--- src/sv/ter_pkg.sv ---
// Shared types, register codes and defaults of the triangle edge rasterizer.
package ter_pkg;

  localparam int DEF_MAX_SCREEN_DIM = 4096;
  localparam int DEF_FRACTION_BITS  = 16;

  localparam int RST_SCREEN_WIDTH  = 640;
  localparam int RST_SCREEN_HEIGHT = 480;
  localparam int RST_X_CLIP_STEP   = 205;
  localparam int RST_Y_CLIP_STEP   = 273;

  localparam int CFG_AW = 2;
  localparam logic [CFG_AW-1:0] REG_SCREEN_WIDTH  = 2'd0;
  localparam logic [CFG_AW-1:0] REG_SCREEN_HEIGHT = 2'd1;
  localparam logic [CFG_AW-1:0] REG_X_CLIP_STEP   = 2'd2;
  localparam logic [CFG_AW-1:0] REG_Y_CLIP_STEP   = 2'd3;

  localparam logic [1:0] VIDX_0    = 2'd0;
  localparam logic [1:0] VIDX_1    = 2'd1;
  localparam logic [1:0] VIDX_2    = 2'd2;
  localparam logic [1:0] VIDX_NONE = 2'd3;

  typedef enum logic {
    OP_LOAD = 1'b0,
    OP_STEP = 1'b1
  } op_t;

  typedef enum logic [2:0] {
    ST_IDLE,
    ST_BOX_MINMAX,
    ST_BOX_MUL,
    ST_BOX_CLAMP,
    ST_CORNER,
    ST_EDGE,
    ST_EMIT
  } back_state_t;

  // Head of the request queue as seen by the back end.
  typedef struct packed {
    logic       valid;
    op_t        op;
    logic [1:0] idx;
  } q_head_t;

endpackage

--- src/sv/ter_front.sv ---
// Front end: accept requests, drop void vertex loads, two-entry queue.
module ter_front import ter_pkg::*; #(
  parameter int VW = DEF_FRACTION_BITS + 2
) (
  input  logic                 clk,
  input  logic                 rst_n,
  input  logic                 in_tvalid,
  output logic                 in_tready,
  input  op_t                  in_op,
  input  logic [1:0]           in_idx,
  input  logic signed [VW-1:0] in_x,
  input  logic signed [VW-1:0] in_y,
  output q_head_t              head,
  output logic signed [VW-1:0] head_x,
  output logic signed [VW-1:0] head_y,
  input  logic                 pop
);

  op_t                  op_r  [2];
  logic [1:0]           idx_r [2];
  logic signed [VW-1:0] x_r   [2];
  logic signed [VW-1:0] y_r   [2];
  logic                 wr_ptr_r, wr_ptr_nxt;
  logic                 rd_ptr_r, rd_ptr_nxt;
  logic [1:0]           cnt_r, cnt_nxt;
  logic                 push;
  logic                 do_pop;

  assign in_tready = (cnt_r != 2'd2);
  // Keep steps and loads of a real vertex; drop the rest on accept.
  assign push   = in_tvalid && in_tready && ((in_op == OP_STEP) || (in_idx != VIDX_NONE));
  assign do_pop = pop && (cnt_r != 2'd0);

  always_comb begin
    wr_ptr_nxt = push   ? ~wr_ptr_r : wr_ptr_r;
    rd_ptr_nxt = do_pop ? ~rd_ptr_r : rd_ptr_r;
    cnt_nxt    = cnt_r + {1'b0, push} - {1'b0, do_pop};
  end

  always_ff @(posedge clk) begin
    if (!rst_n) begin
      wr_ptr_r <= 1'b0;
      rd_ptr_r <= 1'b0;
      cnt_r    <= 2'd0;
    end else begin
      wr_ptr_r <= wr_ptr_nxt;
      rd_ptr_r <= rd_ptr_nxt;
      cnt_r    <= cnt_nxt;
    end
  end

  always_ff @(posedge clk) begin
    if (push) begin
      op_r[wr_ptr_r]  <= in_op;
      idx_r[wr_ptr_r] <= in_idx;
      x_r[wr_ptr_r]   <= in_x;
      y_r[wr_ptr_r]   <= in_y;
    end
  end

  assign head.valid = (cnt_r != 2'd0);
  assign head.op    = op_r[rd_ptr_r];
  assign head.idx   = idx_r[rd_ptr_r];
  assign head_x     = x_r[rd_ptr_r];
  assign head_y     = y_r[rd_ptr_r];

endmodule

--- config.mk ---
export PLATFORM = sky130hd
export DESIGN_NAME = ter_front
export DESIGN_NICKNAME = d
export VERILOG_FILES = /design/src/sv/ter_pkg.sv /design/src/sv/ter_front.sv
export SDC_FILE = /design/constraint.sdc
export NUM_CORES = 1
export LEC_CHECK = 0
export BUFFER_PORTS_ARGS = -buffer_cell sky130_fd_sc_hd__buf_4
export CAP_MARGIN = 20
export CORE_UTILIZATION = 35
export CTS_BUF_LIST = sky130_fd_sc_hd__clkbuf_8
export CTS_CLUSTER_SIZE = 40
export DETAILED_ROUTE_END_ITERATION = 8
export PLACE_DENSITY_LB_ADDON = 0.3
export SYNTH_ARGS = -nofsm -noshare
export SYNTH_HDL_FRONTEND = slang
export SYNTH_SLANG_ARGS = --single-unit
--- constraint.sdc ---
create_clock -name clk -period 4 [get_ports clk]
set_clock_uncertainty 0.1 [all_clocks]
set_input_delay 0.4 -clock clk [delete_from_list [all_inputs] [get_ports clk]]
set_output_delay 0.4 -clock clk [all_outputs]
set_load 0.01 [all_outputs]
**Yosys cells after proc, flatten, opt, wreduce, memory -nomap -nowiden**

Memory sizes are Yosys's and may differ from the RTL's. A register that Yosys moved wholly into a read port is not among the register bits.
Index checks and enable logic that the tools add are counted.

- Bits in registers: 4
- Latch bits: 0
- RAM bits: 78
- ROM bits: 0
- Bits of input ports: 43
- Output and inout port bits: 41
- Word-level logic and storage cells: 28
- Memories kept: 4

- $add $sub $neg: 2
- Multipliers: 0
- Div/mod/pow operators: 0
- Magnitude comparators: 0
- Eq/ne operators: 2
- Shifts and indexed selects: 0
- Multiplexer cells: 10
- Bitwise operators: 2
- Reductions and logical operators: 5

Memories:

| name | depth | bits a word | read ports | clocked after Yosys merged registers in | wr ports | RTL line | text |
|---|---|---|---|---|---|---|---|
| x_r | 2 | 18 | 1 | 1 | 1 | ter_front.sv:21 | `logic signed [VW-1:0] x_r [2];` |
| y_r | 2 | 18 | 1 | 1 | 1 | ter_front.sv:22 | `logic signed [VW-1:0] y_r [2];` |
| idx_r | 2 | 2 | 1 | 1 | 1 | ter_front.sv:20 | `logic [1:0] idx_r [2];` |
| op_r | 2 | 1 | 1 | 1 | 1 | ter_front.sv:19 | `op_t op_r [2];` |

Operators with widths:

| kind | number |
|---|---|
| 2-to-1 mux 1 bit | 10 |
| inequality test 2 bit (second input constant) | 2 |
| logical AND 1 bit | 3 |
| adder 2 x 1 -> 2 bit | 1 |
| inverter 1 bit | 2 |
| nonzero test 2 bit | 1 |
| subtractor 2 x 1 -> 2 bit | 1 |
| logical OR 1 bit | 1 |

**Longest topological paths before layout**

- Depth in word-level cells: 5
- Gate-level depth with buffers: 8
- Gate-level depth less buffers: 8

**Worst setup path after synthesis**

No wires, ideal clock.

- Path kind: register to register
- From: reg cnt_r[0]
- To: mem idx_r[0][0], enable pin
- Library setup time: 435 ps
- Data arrival time: 2374 ps
- Required time: 3465 ps
- Slack: 1091 ps
- Stages on the path, launching flop included: 4
- Buffers on the path: 0
- Period minus slack after synthesis: 2909 ps
- Cells stage by stage: dfxtp_1 nand2b_1 o211ai_1 nor2_1

- Longest elaborated chain between the ends: 5

RTL lines:

| element | RTL line | text |
|---|---|---|
| start, declared | ter_front.sv:25 | `logic [1:0] cnt_r, cnt_nxt;` |
| start signal, assigned | ter_front.sv:48 | `cnt_r <= cnt_nxt;` |
| inequality test 2 bit | ter_front.sv:29 | `assign in_tready = (cnt_r != 2'd2);` |
| via in_tready | ter_front.sv:8 | `output logic in_tready,` |
| logical AND 1 bit (2 in a row) | ter_front.sv:31 | `assign push = in_tvalid && in_tready && ((in_op == OP_STEP) \|\| (in_idx != VIDX_NONE));` |
| 2-to-1 mux 1 bit | ter_front.sv:53 | `if (push) begin` |
| 2-to-1 mux 1 bit (not written as such) | ter_front.sv:55 | `idx_r[wr_ptr_r] <= in_idx;` |
| end, declared | ter_front.sv:20 |  |

The timed path passes the listed nets, and every way through them passes these cells.

==> impl_summary.log <==
INFO  metric detail-route-antenna-nets = 0
INFO  metric worstMarginPinSlew = 1.05 ns
INFO  metric dp_hpwl = 3160 µm
INFO  metric timing.fmax = 0.407 GHz
INFO  metric ctsHtreeMaxLevel = 3
INFO  metric chipWidth = approximately 96 µm
INFO  metric worst_hold_margin = 0.134 ns
INFO  metric timing.critical_path.cells = mux2_2, buf_4
INFO  metric slew-limit-headroom = 0.300
INFO  metric outcome = complete, no violations
INFO  metric layout_worst_path_cycle_share = 0.614
INFO  metric cts_repair_resize_count = 0
INFO  metric drt_iter0_markers = 48
INFO  metric post_cts.repair.setup_buffers = 0
INFO  metric detailedRoute.firstPassIterationCount = 4
INFO  metric clockBufferDepth = 2
INFO  metric drive_gt1_frac = 0.581
INFO  metric start_kind = register
INFO  metric number_of_antenna_violations_at_the_first_check_in_global_routing = 0
INFO  metric wire_length_of_the_first_global_routing_pass = 7350 µm
INFO  metric synth.avg_cell_area = between 20 and 25 µm²
INFO  metric cts_root_buffer = sky130_fd_sc_hd__clkbuf_8
INFO  metric grt_start_max_net_pins = 40
INFO  metric pwr_density_cell = between 600 and 700 nW/µm²
INFO  metric drcViolationCount = 0
INFO  metric yosysSeqAreaShare = 0.788
INFO  metric boundaryPins = 84
INFO  metric grt_remaining_overflow = 0
INFO  metric numCtsBuffers = 9
INFO  metric layout_min_cycle_time = between 2 and 2.5 ns
INFO  metric maxCapViolations = 0
INFO  metric fin_setup_tns = 0 ns
INFO  metric rows = 33
INFO  metric initial_utilization = 0.370
INFO  metric buffer_ports.inserted = between 80 and 90
INFO  metric finalMaxSlewViolations = 0
INFO  metric drt-wirelength-per-cell = ~14 µm
INFO  metric clkLatencyLatePin = 0.34 ns
INFO  metric power.ir.vdd_worst = 0.000393 V
INFO  metric cp-end-kind = output pin
INFO  metric gate_count_post_synth = ~150
INFO  metric viasPerCell = around 4.5
INFO  metric via_count = 1573
INFO  metric core_region_area = roughly 8400 µm²
INFO  metric grt_usage = 0.115
INFO  metric timing.critical_path.arrival = just under 2 ns
INFO  metric setup_viol = 0
INFO  metric worst-endpoint-required = 3.50 ns
INFO  metric synthesis.area = approximately 3100 µm²
INFO  metric finalWeightedCongestion = roughly 0.67
INFO  metric die_height = 96.1 µm
INFO  metric tritoncts = yes
INFO  metric count_of_state_elements_after_synthesis = 83
INFO  metric syn_nets = around 190
INFO  metric cellLeakagePower = 1.54 nW
INFO  metric grt_setup_unrepaired = false
INFO  metric vias_in_the_first_global_route = ~1.5k
INFO  metric critical-path-max-stage-delay = about 1.0 ns
INFO  metric hold_path_class = in2reg
INFO  metric die_area = between 9000 and 10000 µm²
INFO  metric postCtsHoldBufs = 0
INFO  metric clk_pin_slew_worst_paths = 0.08 ns
INFO  metric antennaDiodeCount = 0
INFO  metric worst-path-max-fanout = 39
INFO  metric netlist-cell-type-count = 20
INFO  metric area_growth = 30.7%
INFO  metric drt-total-wl = approximately 5000 µm
INFO  metric critical-path-slowest-cell = sky130_fd_sc_hd__dfxtp_2
INFO  metric design.final.nets = approximately 290
INFO  metric clock_sink_count = 83
INFO  metric timing_hold_violations_final = 0
INFO  metric synth-warning-count = 0
INFO  metric worstSetupPathType = reg2out
[synthesized netlist by cell type]
| cell type | n | area share |
|---|---|---|
| sky130_fd_sc_hd__and2_1 | 2 | 0.0040 |
| sky130_fd_sc_hd__buf_4 | 2 | 0.0048 |
| sky130_fd_sc_hd__buf_6 | 1 | 0.0036 |
| sky130_fd_sc_hd__buf_8 | 1 | 0.0048 |
| sky130_fd_sc_hd__dfxtp_1 | 5 | 0.032 |
| sky130_fd_sc_hd__edfxtp_1 | 78 | 0.76 |
| sky130_fd_sc_hd__ha_1 | 2 | 0.0081 |
| sky130_fd_sc_hd__inv_1 | 3 | 0.0036 |
| sky130_fd_sc_hd__mux2_2 | 29 | 0.11 |
| sky130_fd_sc_hd__mux2_4 | 10 | 0.048 |
| sky130_fd_sc_hd__mux2i_1 | 1 | 0.0032 |
| sky130_fd_sc_hd__nand2_1 | 3 | 0.0036 |
| sky130_fd_sc_hd__nand2b_1 | 1 | 0.0020 |
| sky130_fd_sc_hd__nor2_1 | 5 | 0.0061 |
| sky130_fd_sc_hd__nor3_1 | 1 | 0.0016 |
| sky130_fd_sc_hd__o211ai_1 | 1 | 0.0024 |
| sky130_fd_sc_hd__o21a_1 | 1 | 0.0024 |
| sky130_fd_sc_hd__or2_2 | 1 | 0.0020 |
| sky130_fd_sc_hd__xnor2_1 | 1 | 0.0028 |
| sky130_fd_sc_hd__xor2_1 | 1 | 0.0028 |
[routing by layer]
layer  vias up  part of all wire  GRT usage
met5         -                 0          0
met4         0             0.024     0.0784
met3        10             0.067     0.0395
met2        50              0.53      0.192
met1       759              0.38      0.121
li1        754                 -          -
[logic make-up after synthesis]
kind of cell               after synthesis  share of synthesized area
buffers and inverters                    7                     0.0170
and+or+nand+nor                         13                     0.0194
xor gates and xnor gates                 2                    0.00565
DFF                                     83                      0.788
muxes                                   40                      0.157
adders and majority gates                2                    0.00807
AOI/OAI and AO/OA                        2                    0.00485
[worst max-delay path: cells and delay by family (launching register included)]
kind / cells / cell delay (ns)
buffers and inverters: 1 / 0.14
muxes: 1 / 0.43
DFF: 1 / 1.03
[area by class of cell]
type | instances | area (µm²)
flip-flops and latches | 83 | 2440
clock inverters | 7 | 58.8
multi-input cells | 59 | 619
repair buffers | 85 | 663
fillers | 726 | 4330
well taps | 105 | 131
inverters | 3 | 11.3
clock buffers | 9 | 124
[path summary, 6_finish.rpt]
kind                            slack, ns               endpoint                   from  cells past startpoint
worst max-delay path                 1.54              head_x[5]               register                      2
worst min-delay path                 0.13   x_r[1][15]$_DFFE_PP_               in_x[15]                      1
worst max register to register       2.04    cnt_r[1]$_SDFF_PN0_    cnt_r[0]$_SDFF_PN0_                      8
worst min register to register       0.43  rd_ptr_r$_SDFFE_PN0P_  rd_ptr_r$_SDFFE_PN0P_                      2
[registers in the layout, summed over array words and instances (netlist names), named ones only]
name / cells
cnt_r: 2
idx_r: 4
op_r: 2
rd_ptr_r: 1
wr_ptr_r: 1
x_r: 36
y_r: 36
[cell usage in the layout (no fill, tap or decap)]
cell,n
sky130_fd_sc_hd__xnor2_1,1
sky130_fd_sc_hd__ha_1,2
sky130_fd_sc_hd__buf_4,83
sky130_fd_sc_hd__and2_1,2
sky130_fd_sc_hd__clkinv_2,5
sky130_fd_sc_hd__buf_12,2
sky130_fd_sc_hd__edfxtp_1,78
sky130_fd_sc_hd__or2_2,1
sky130_fd_sc_hd__nand2b_1,1
sky130_fd_sc_hd__dfxtp_1,4
sky130_fd_sc_hd__nor2_4,2
sky130_fd_sc_hd__clkinv_1,1
sky130_fd_sc_hd__nor2_1,3
sky130_fd_sc_hd__nand2_1,3
sky130_fd_sc_hd__mux2_2,29
sky130_fd_sc_hd__clkbuf_8,9
sky130_fd_sc_hd__inv_1,3
sky130_fd_sc_hd__o21a_1,1
sky130_fd_sc_hd__dfxtp_2,1
sky130_fd_sc_hd__mux2_4,10
sky130_fd_sc_hd__nor3_1,1
sky130_fd_sc_hd__o211ai_1,1
sky130_fd_sc_hd__bufinv_16,1
sky130_fd_sc_hd__mux2i_1,1
sky130_fd_sc_hd__xor2_1,1
[report_power, final]
part | switching, mW | leakage [nW] | total, mW | internal (mW)
logic | 0.298 | 0.673 | 0.735 | 0.436
registers | 0.104 | 0.767 | 1.22 | 1.11
clock network | 0.275 | 0.100 | 0.556 | 0.281
[stage by stage]
stage	setup slack [ns]	power [mW]	instances	utilization	instance area, µm²
floorplan	1.09	1.65	149	-	3100
global placement	1.73	1.96	333	0.457	3830
detailed placement	1.67	1.97	333	0.457	3830
CTS	1.48	2.53	349	0.479	4010
global route	1.38	2.64	351	0.483	4050
finish	1.54	2.51	351	0.483	4050
Note: power is estimated with default switching activity, not from simulation.
